[src/hdl/osb_pkg.sv]
// Shared types and codes for the one-shot timer bank.
`default_nettype none
package osb_pkg;

   // Request operation codes
   localparam logic [1:0] OP_SET     = 2'd0;
   localparam logic [1:0] OP_REMOVE  = 2'd1;
   localparam logic [1:0] OP_ADVANCE = 2'd2;

   typedef enum logic [2:0] {
      ST_IDLE,
      ST_WALK,
      ST_SETTLE,
      ST_FINISH,
      ST_REPORT
   } state_type;

   // Per-timer status from the head unit to the sequencer
   typedef struct packed {
      logic fire;
      logic cand_valid;
   } head_status_type;

endpackage
`default_nettype wire

[src/hdl/one_shot_timer_bank.sv]
// Top level of the one-shot timer bank: cell chain, head unit and sequencer.
//
// A bank of NUM_TIMERS one-shot timers held in a ring of cells. Each request
// (start high while busy is low) makes the ring rotate once, with the head
// unit updating each timer as it passes the front and folding its remaining
// time into a running minimum. Set interval, remove, an unused operation and
// an advance where nothing fires keep busy high for one rotation plus a settle
// and a finish step, and deliver one result in the first cycle with busy
// low. An advance where timers fire rotates the ring a second time to report
// them in index order: busy stays high through both rotations, and the fired
// transfers come one per fired timer, each in the cycle after its timer passes
// the front, so the one for the highest timer can land in the first cycle
// with busy low; the last one is marked by rsp_last with rsp_any_fired and
// rsp_next_timeout. Results are strobed for exactly one cycle; the receiver
// cannot stall them.
`default_nettype none
module one_shot_timer_bank #(
   parameter int NUM_TIMERS = 16,
   parameter int TIME_WIDTH = 32
) (
   input  wire logic                  clock,
   input  wire logic                  reset,
   input  wire logic                  start,
   output logic                       busy,
   input  wire logic [1:0]            req_operation,
   input  wire logic [3:0]            req_timer_index,
   input  wire logic [TIME_WIDTH-1:0] req_interval,
   input  wire logic [TIME_WIDTH-1:0] req_elapsed_time,
   output logic                       rsp_strobe,
   output logic                       rsp_fired,
   output logic      [3:0]            rsp_fired_index,
   output logic                       rsp_any_fired,
   output logic      [TIME_WIDTH-1:0] rsp_next_timeout,
   output logic                       rsp_last
);
   import osb_pkg::*;

   localparam int CNT_W = (NUM_TIMERS > 1) ? $clog2(NUM_TIMERS) : 1;
   localparam logic [CNT_W-1:0] CNT_LAST = CNT_W'(NUM_TIMERS - 1);

   // ring contents
   logic [TIME_WIDTH-1:0] cell_tout [NUM_TIMERS];
   logic [TIME_WIDTH-1:0] cell_elap [NUM_TIMERS];
   logic                  cell_fire [NUM_TIMERS];

   // head output feeding the tail of the ring
   logic [TIME_WIDTH-1:0] head_tout;
   logic [TIME_WIDTH-1:0] head_elap;
   logic                  head_fire;
   logic [TIME_WIDTH-1:0] head_rem;
   head_status_type       head_st;

   logic                  shift_en;
   logic                  report_mode;
   logic                  is_target;

   // latched request
   logic [1:0]            op_ff;
   logic [3:0]            idx_ff;
   logic [TIME_WIDTH-1:0] interval_ff;
   logic [TIME_WIDTH-1:0] delta_ff;

   // sequencer state
   state_type             state_ff, state_in;
   logic [CNT_W-1:0]      cnt_ff, cnt_in;
   logic                  any_ff, any_in;
   logic [CNT_W-1:0]      last_idx_ff, last_idx_in;
   logic                  cand_valid_ff, cand_valid_in;
   logic [TIME_WIDTH-1:0] cand_rem_ff, cand_rem_in;
   logic [TIME_WIDTH-1:0] min_ff, min_in;

   // result register
   logic                  strobe_ff, strobe_in;
   logic                  fired_ff, fired_in;
   logic [3:0]            fidx_ff, fidx_in;
   logic                  anyo_ff, anyo_in;
   logic [TIME_WIDTH-1:0] next_ff, next_in;
   logic                  lasto_ff, lasto_in;

   logic                  accept;

   assign accept = start && (state_ff == ST_IDLE);
   assign busy   = (state_ff != ST_IDLE);

   // ---------------- cell chain: cell i takes from cell i+1, tail from head
   for (genvar g = 0; g < NUM_TIMERS; g++) begin : g_cell
      logic [TIME_WIDTH-1:0] tin;
      logic [TIME_WIDTH-1:0] ein;
      logic                  fin;
      if (g == NUM_TIMERS - 1) begin : g_tail
         assign tin = head_tout;
         assign ein = head_elap;
         assign fin = head_fire;
      end else begin : g_mid
         assign tin = cell_tout[g+1];
         assign ein = cell_elap[g+1];
         assign fin = cell_fire[g+1];
      end
      osb_cell #(.TIME_WIDTH(TIME_WIDTH)) u_cell (
         .clock     (clock),
         .reset     (reset),
         .shift_en  (shift_en),
         .timeout_i (tin),
         .elapsed_i (ein),
         .fired_i   (fin),
         .timeout_o (cell_tout[g]),
         .elapsed_o (cell_elap[g]),
         .fired_o   (cell_fire[g])
      );
   end

   // the timer at the chain front has index cnt_ff
   assign is_target = (32'(cnt_ff) == 32'(idx_ff));

   osb_head #(.TIME_WIDTH(TIME_WIDTH)) u_head (
      .op          (op_ff),
      .is_target   (is_target),
      .report_mode (report_mode),
      .interval    (interval_ff),
      .delta       (delta_ff),
      .timeout_i   (cell_tout[0]),
      .elapsed_i   (cell_elap[0]),
      .timeout_o   (head_tout),
      .elapsed_o   (head_elap),
      .fired_o     (head_fire),
      .rem_o       (head_rem),
      .status_o    (head_st)
   );

   // ---------------- request capture
   always_ff @(posedge clock) begin
      if (accept) begin
         op_ff       <= req_operation;
         idx_ff      <= req_timer_index;
         interval_ff <= req_interval;
         delta_ff    <= req_elapsed_time;
      end
   end

   // ---------------- sequencer registers
   always_ff @(posedge clock) begin
      if (reset) begin
         state_ff      <= ST_IDLE;
         cnt_ff        <= '0;
         any_ff        <= 1'b0;
         last_idx_ff   <= '0;
         cand_valid_ff <= 1'b0;
         min_ff        <= '1;
         strobe_ff     <= 1'b0;
      end else begin
         state_ff      <= state_in;
         cnt_ff        <= cnt_in;
         any_ff        <= any_in;
         last_idx_ff   <= last_idx_in;
         cand_valid_ff <= cand_valid_in;
         min_ff        <= min_in;
         strobe_ff     <= strobe_in;
      end
   end

   always_ff @(posedge clock) begin
      cand_rem_ff <= cand_rem_in;
      fired_ff    <= fired_in;
      fidx_ff     <= fidx_in;
      anyo_ff     <= anyo_in;
      next_ff     <= next_in;
      lasto_ff    <= lasto_in;
   end

   // ---------------- next state and result
   always_comb begin
      state_in      = state_ff;
      cnt_in        = cnt_ff;
      any_in        = any_ff;
      last_idx_in   = last_idx_ff;
      cand_valid_in = 1'b0;
      cand_rem_in   = head_rem;
      // running minimum, one candidate per cycle, registered behind the head
      min_in        = (cand_valid_ff && (cand_rem_ff < min_ff)) ? cand_rem_ff : min_ff;
      shift_en      = 1'b0;
      report_mode   = 1'b0;
      strobe_in     = 1'b0;
      fired_in      = 1'b0;
      fidx_in       = '0;
      anyo_in       = 1'b0;
      next_in       = '0;
      lasto_in      = 1'b0;

      unique case (state_ff)
         ST_IDLE: begin
            if (start) begin
               state_in = ST_WALK;
               cnt_in   = '0;
               any_in   = 1'b0;
               min_in   = '1;
            end
         end
         ST_WALK: begin
            shift_en      = 1'b1;
            cand_valid_in = head_st.cand_valid;
            if (head_st.fire) begin
               any_in      = 1'b1;
               last_idx_in = cnt_ff;
            end
            if (cnt_ff == CNT_LAST) begin
               cnt_in   = '0;
               state_in = ST_SETTLE;
            end else begin
               cnt_in = cnt_ff + 1'b1;
            end
         end
         ST_SETTLE: begin
            // last candidate folds into the minimum here
            state_in = ST_FINISH;
         end
         ST_FINISH: begin
            if (any_ff) begin
               state_in = ST_REPORT;
            end else begin
               strobe_in = 1'b1;
               lasto_in  = 1'b1;
               next_in   = min_ff;
               state_in  = ST_IDLE;
            end
         end
         ST_REPORT: begin
            shift_en    = 1'b1;
            report_mode = 1'b1;
            if (cell_fire[0]) begin
               strobe_in = 1'b1;
               fired_in  = 1'b1;
               fidx_in   = 4'(cnt_ff);
               if (cnt_ff == last_idx_ff) begin
                  lasto_in = 1'b1;
                  anyo_in  = 1'b1;
                  next_in  = min_ff;
               end
            end
            if (cnt_ff == CNT_LAST) begin
               cnt_in   = '0;
               state_in = ST_IDLE;
            end else begin
               cnt_in = cnt_ff + 1'b1;
            end
         end
         default: begin
            state_in = ST_IDLE;
         end
      endcase
   end

   assign rsp_strobe       = strobe_ff;
   assign rsp_fired        = fired_ff;
   assign rsp_fired_index  = fidx_ff;
   assign rsp_any_fired    = anyo_ff;
   assign rsp_next_timeout = next_ff;
   assign rsp_last         = lasto_ff;

   // ---------------- assertions
   a_strobe_after_work: assert property (@(posedge clock) disable iff (reset)
      rsp_strobe |-> ($past(state_ff) == ST_FINISH || $past(state_ff) == ST_REPORT))
      else $error("result transfer without a finishing or reporting step");

   a_fired_last_any: assert property (@(posedge clock) disable iff (reset)
      (rsp_strobe && rsp_last && rsp_fired) |-> rsp_any_fired)
      else $error("last fired transfer lacks any_fired");

   a_not_last_is_fired: assert property (@(posedge clock) disable iff (reset)
      (rsp_strobe && !rsp_last) |-> (rsp_fired && !rsp_any_fired))
      else $error("non-final transfer does not report a fired timer");

   a_accept_starts_walk: assert property (@(posedge clock) disable iff (reset)
      (start && !busy) |=> (state_ff == ST_WALK && cnt_ff == '0))
      else $error("accepted request did not start a ring pass");

   a_report_needs_fire: assert property (@(posedge clock) disable iff (reset)
      (state_ff == ST_REPORT) |-> any_ff)
      else $error("report pass without any fired timer");
endmodule
`default_nettype wire

[src/hdl/osb_cell.sv]
// One timer cell of the rotating chain: timeout, elapsed count and fired flag.
`default_nettype none
module osb_cell #(
   parameter int TIME_WIDTH = 32
) (
   input  wire logic                  clock,
   input  wire logic                  reset,
   input  wire logic                  shift_en,
   input  wire logic [TIME_WIDTH-1:0] timeout_i,
   input  wire logic [TIME_WIDTH-1:0] elapsed_i,
   input  wire logic                  fired_i,
   output logic      [TIME_WIDTH-1:0] timeout_o,
   output logic      [TIME_WIDTH-1:0] elapsed_o,
   output logic                       fired_o
);
   logic [TIME_WIDTH-1:0] timeout_ff;
   logic [TIME_WIDTH-1:0] elapsed_ff;
   logic                  fired_ff;

   always_ff @(posedge clock) begin
      if (reset) begin
         timeout_ff <= '1;
         elapsed_ff <= '0;
         fired_ff   <= 1'b0;
      end else if (shift_en) begin
         timeout_ff <= timeout_i;
         elapsed_ff <= elapsed_i;
         fired_ff   <= fired_i;
      end
   end

   assign timeout_o = timeout_ff;
   assign elapsed_o = elapsed_ff;
   assign fired_o   = fired_ff;
endmodule
`default_nettype wire

[src/hdl/osb_head.sv]
// Head unit: updates the timer leaving the front of the chain.
`default_nettype none
module osb_head #(
   parameter int TIME_WIDTH = 32
) (
   input  wire logic [1:0]            op,
   input  wire logic                  is_target,
   input  wire logic                  report_mode,
   input  wire logic [TIME_WIDTH-1:0] interval,
   input  wire logic [TIME_WIDTH-1:0] delta,
   input  wire logic [TIME_WIDTH-1:0] timeout_i,
   input  wire logic [TIME_WIDTH-1:0] elapsed_i,
   output logic      [TIME_WIDTH-1:0] timeout_o,
   output logic      [TIME_WIDTH-1:0] elapsed_o,
   output logic                       fired_o,
   output logic      [TIME_WIDTH-1:0] rem_o,
   output osb_pkg::head_status_type   status_o
);
   import osb_pkg::*;

   logic                  armed;
   logic [TIME_WIDTH-1:0] rem;
   logic [TIME_WIDTH:0]   diff;
   logic                  expire;

   assign armed  = (timeout_i != '1);
   assign rem    = timeout_i - elapsed_i;
   assign diff   = {1'b0, rem} - {1'b0, delta};
   // remaining <= delta: borrow out, or exact hit
   assign expire = diff[TIME_WIDTH] || (diff[TIME_WIDTH-1:0] == '0);

   always_comb begin
      timeout_o           = timeout_i;
      elapsed_o           = elapsed_i;
      fired_o             = 1'b0;
      rem_o               = rem;
      status_o.fire       = 1'b0;
      status_o.cand_valid = armed;
      if (report_mode) begin
         status_o.cand_valid = 1'b0;
      end else begin
         unique case (op)
            OP_SET: begin
               if (is_target) begin
                  timeout_o           = interval;
                  elapsed_o           = '0;
                  rem_o               = interval;
                  status_o.cand_valid = (interval != '1);
               end
            end
            OP_REMOVE: begin
               if (is_target) begin
                  timeout_o           = '1;
                  elapsed_o           = '0;
                  status_o.cand_valid = 1'b0;
               end
            end
            OP_ADVANCE: begin
               if (armed && expire) begin
                  timeout_o           = '1;
                  fired_o             = 1'b1;
                  status_o.fire       = 1'b1;
                  status_o.cand_valid = 1'b0;
               end else if (armed) begin
                  elapsed_o = elapsed_i + delta;
                  rem_o     = diff[TIME_WIDTH-1:0];
               end
            end
            default: begin
            end
         endcase
      end
      if (!report_mode && op != OP_ADVANCE) begin
         fired_o = 1'b0;
      end
      if (report_mode) begin
         fired_o = 1'b0;
      end
   end
endmodule
`default_nettype wire
[config.mk]
export PLATFORM = sky130hd
export DESIGN_NAME = one_shot_timer_bank
export DESIGN_NICKNAME = d
export VERILOG_FILES = /design/src/hdl/osb_pkg.sv /design/src/hdl/one_shot_timer_bank.sv /design/src/hdl/osb_cell.sv /design/src/hdl/osb_head.sv
export SDC_FILE = /design/constraint.sdc
export NUM_CORES = 2
export LEC_CHECK = 0
export ABC_AREA = 1
export ABC_CLOCK_PERIOD_IN_PS = 8600
export BUFFER_PORTS_ARGS = -buffer_cell sky130_fd_sc_hd__buf_4
export CORE_UTILIZATION = 50
export DETAILED_ROUTE_END_ITERATION = 8
export GPL_TIMING_DRIVEN = 1
export PLACE_DENSITY_LB_ADDON = 0.3
export SYNTH_ARGS = -nofsm -noshare
export SYNTH_HDL_FRONTEND = slang
export SYNTH_HIERARCHICAL = 1
export SYNTH_SLANG_ARGS = --single-unit
[constraint.sdc]
create_clock -name clock -period 8.6 [get_ports clock]
set_input_delay 0.43 -clock clock [delete_from_list [all_inputs] [get_ports clock]]
set_output_delay 0.43 -clock clock [all_outputs]
set_load 0.05 [all_outputs]
==> metrics.md <==
| Metric | Value |
|---|---|
| Status | `completed` |
| Yosys top cell by area | `dfxtp_1` |
| Cell family with most CP delay | `simple AND/OR/NAND/NOR gates` |
| CTS Buffer Depth | `3` |
| Hold Buf Count CTS | `70` |
| Register area | `25300 um2` |
| Final Instance Area | `61300 um2` |
| Antenna viol nets, final | `0` |
| Router iterations before antenna repair | `7` |
| Layout Utilization | `55.5%` |
| Pwr dens | `371 nW/um2` |
| Avg Inst Size Synth | `6.87 um2` |
| Vias per cell | `5.10` |
| Via count | `49100` |
| Share of cells above drive strength 1 | `5.35%` |
| Max-cap violations | `0` |
| Layout Nets | `8250` |
| Remaining Overflow, GRT | `0` |
| DP Worst Slack | `1.88 ns` |
| CP dominant cell by count | `nand2_1` |
| Final HPWL DP | `121 mm` |
| Switching Share | `41.9%` |
| CTS tree | `built` |
| Setup violators final | `0` |
| # rows | `122` |
| Starting Density | `50.3%` |
| Fmax | `0.144 GHz` |
| Placed cells | `9334` |
| Combinational share of power | `39.3%` |
| DIE WIDTH | `336 um` |
| Max H-tree Level | `4` |
| Drt drc | `0` |
| Worst Path Buf+Inv | `4` |
| Post-synth ARST share | `0%` |
| Port bufs | `113` |
| Top post-synthesis cells by area | `dfxtp_1 (42%), nand2_1 (19%), nor2_1 (8.3%), inv_1 (6.3%), nand3_1 (6.0%)` |
| Sequential Power Share | `35.7%` |
| Final Non-Filler Cells | `9638` |
| Unrepaired setup endpoints after global routing | `false` |
| WP data required | `9.21 ns` |
| Sw Pwr | `9.52 mW` |
| WL/cell | `17.4 um` |
| Crit-path max cell delay | `0.55 ns` |
| Die Ht | `336 um` |
| Clk network pwr share | `25.1%` |
| Multi-input gate area | `24200 um2` |
| Cell area after placement | `56200 um2` |
| Fin worst setup slack | `1.63 ns` |
| Area grow syn2layout | `10.2%` |
| Worst-margin pin slew | `1.26 ns` |
| TritonCTS Buffers | `130` |
| Netlist cell types | `56` |
| Synth Flop Type | `dfxtp_1` |
| Clock-pin slew on the worst setup and hold paths | `0.06 ns` |
| Worst-path fanout max | `52` |
| DRT iter0 DRCs | `4827` |
| Syn_nets | `8299` |
| Leakage | `30.1 nW` |
| Core Region | `111000 um2` |
| Cell Area, Synth | `55600 um2` |
| Share of the synthesized area in the top cell type | `41.6%` |
| Commonest non-fill, non-tap cell in the layout | `nand2_1` |
| GPL Wtd Cong | `0.972` |
| VDD IR-drop max | `0.243 mV` |
| Largest net degree at the start of global routing | `213` |
| Total wire length | `168 mm` |
| Count of pins over their slew limit | `0` |
| Full die area | `113000 um2` |
| Setup TNS | `0 ns` |
| Initial antenna violation count | `9` |
| CP Class | `register to register` |
| Worst Skew | `0.0455 ns` |
| Clock Tree Root | `clkbuf_16` |
| Post-CTS Setup Inserts | `0` |
| Arrival @ worst endpoint | `7.58 ns` |
| Endpoints failing hold | `0` |
| Startpoint types | `register` |
| Commonest non-fill, non-tap cells in the layout | `nand2_1 (2838), nor2_1 (1230), dfxtp_1 (1157)` |
| Hold Path Class | `input pin to register` |
| # resized after CTS | `0` |
| CP endpoint kind | `register` |
| Clock sink count | `1227` |
| Post-Synthesis Cells | `8097` |
| Number of global-route vias before repair | `45000` |
| Synthesis Warnings | `6` |
| Internal power | `13.2 mW` |
| Slew margin rel. | `15.3%` |
| GRT Total Usage | `29.5%` |
| Final period utilization | `81.0%` |
| #FFs+latches synth | `1227` |
| Minimum clock period | `6.97 ns` |
| Clk_lat worst skew | `0.76 ns` |
| Slowest cell on crit path | `o21ai_0` |
| I/O Pins | `114` |
| EDFF count, synth | `70` |
| First-pass GRT wire length | `258 mm` |
| Register area share after synthesis | `45.4%` |
| # fillers | `10800` |
==> worst paths after layout <==
path | startpoint | endpoint | slack [ns] | cells past startpoint
worst max-delay path | g_cell[0].u_cell/elapsed_o[1] | g_cell[15].u_cell/elapsed_o[30] | 1.63 | 34
worst max register to register | g_cell[0].u_cell/elapsed_o[1] | g_cell[15].u_cell/elapsed_o[30] | 1.63 | 34
worst min-delay path | start | idx_ff[3] | 0.17 | 3
worst min register to register | min_ff[25] | min_ff[25] | 0.45 | 2
==> final cells by class <==
class	instances	share of cell area (%)
sequential	1227	41.2
clock inverter	31	0.602
multi-input combinational	5499	39.5
tap	1488	3.04
inverter	959	5.87
clock buffer	197	6.56
antenna	6	0.0245
timing repair buffer	231	3.20
==> layer usage <==
layer  GRT usage, %  routed length [um]
met5              0                  27
met4           10.1                5310
met3           4.32               10700
met2           45.4               73600
met1           41.9               78200
==> worst register-to-register path: cells and delay by family (launching register included) <==
kind	cells	cell delay, ns
fa+ha+maj	2	0.72
flops	1	0.41
compound gates	7	1.67
buf+inv	4	0.87
simple gates	21	3.16
==> through the flow <==
step	total power [mW]	hold WS, ns
after global routing	24.3	0.164
after global placement	16.9	0.437
after detailed placement	17.0	0.442
after floorplan	14.4	0.429
final	22.7	0.171
after CTS	22.7	0.129
==> cells by family after synthesis <==
family          share of synthesized area, %
simple gates                            34.8
buf+inv                                 11.2
flops                                   45.4
compound gates                          4.58
fa+ha+maj                               2.94
xor+xnor                                1.09
==> state kept, by name, summed over array words and instances, names as in the netlist <==
signal and count:
cand_valid_ff 1, min_ff 32, rsp_next_timeout 32, g_cell.u_cell/timeout_o 512, last_idx_ff 4, state_ff 3
g_cell.u_cell/elapsed_o 512, rsp_strobe 1, any_ff 1, rsp_fired_index 4, cnt_ff 4, interval_ff 32
idx_ff 4, rsp_last 1, op_ff 2, rsp_any_fired 1, rsp_fired 1, delta_ff 32
cand_rem_ff 32, g_cell.u_cell/fired_o 16
==> cells in the mapped netlist (7+ instances only) <==
library cell,count
nand3_1,671
o21ai_1,7
nand2_1,2840
a21oi_1,184
buf_2,206
inv_1,938
clkbuf_1,60
nor3_1,16
dfxtp_1,1157
o21bai_1,17
a22oi_1,35
inv_2,18
a31oi_1,24
nor4_1,9
a21o_1,12
xor2_1,41
ha_1,126
xnor2_1,28
buf_6,72
buf_4,71
nand4_1,38
o21ai_0,138
nor2_1,1233
edfxtp_1,70
nor2_2,14
==> power groups by stage <==
stage | Combinational [mW] | Sequential, mW | Clock [mW]
floorplan | 6.64 | 7.79 | 0
global placement | 8.76 | 8.19 | 0
detailed placement | 8.77 | 8.21 | 0
CTS | 8.85 | 8.10 | 5.79
global route | 10.1 | 8.25 | 6.03
finish | 8.93 | 8.11 | 5.70
(Power assumes the default switching activity.)
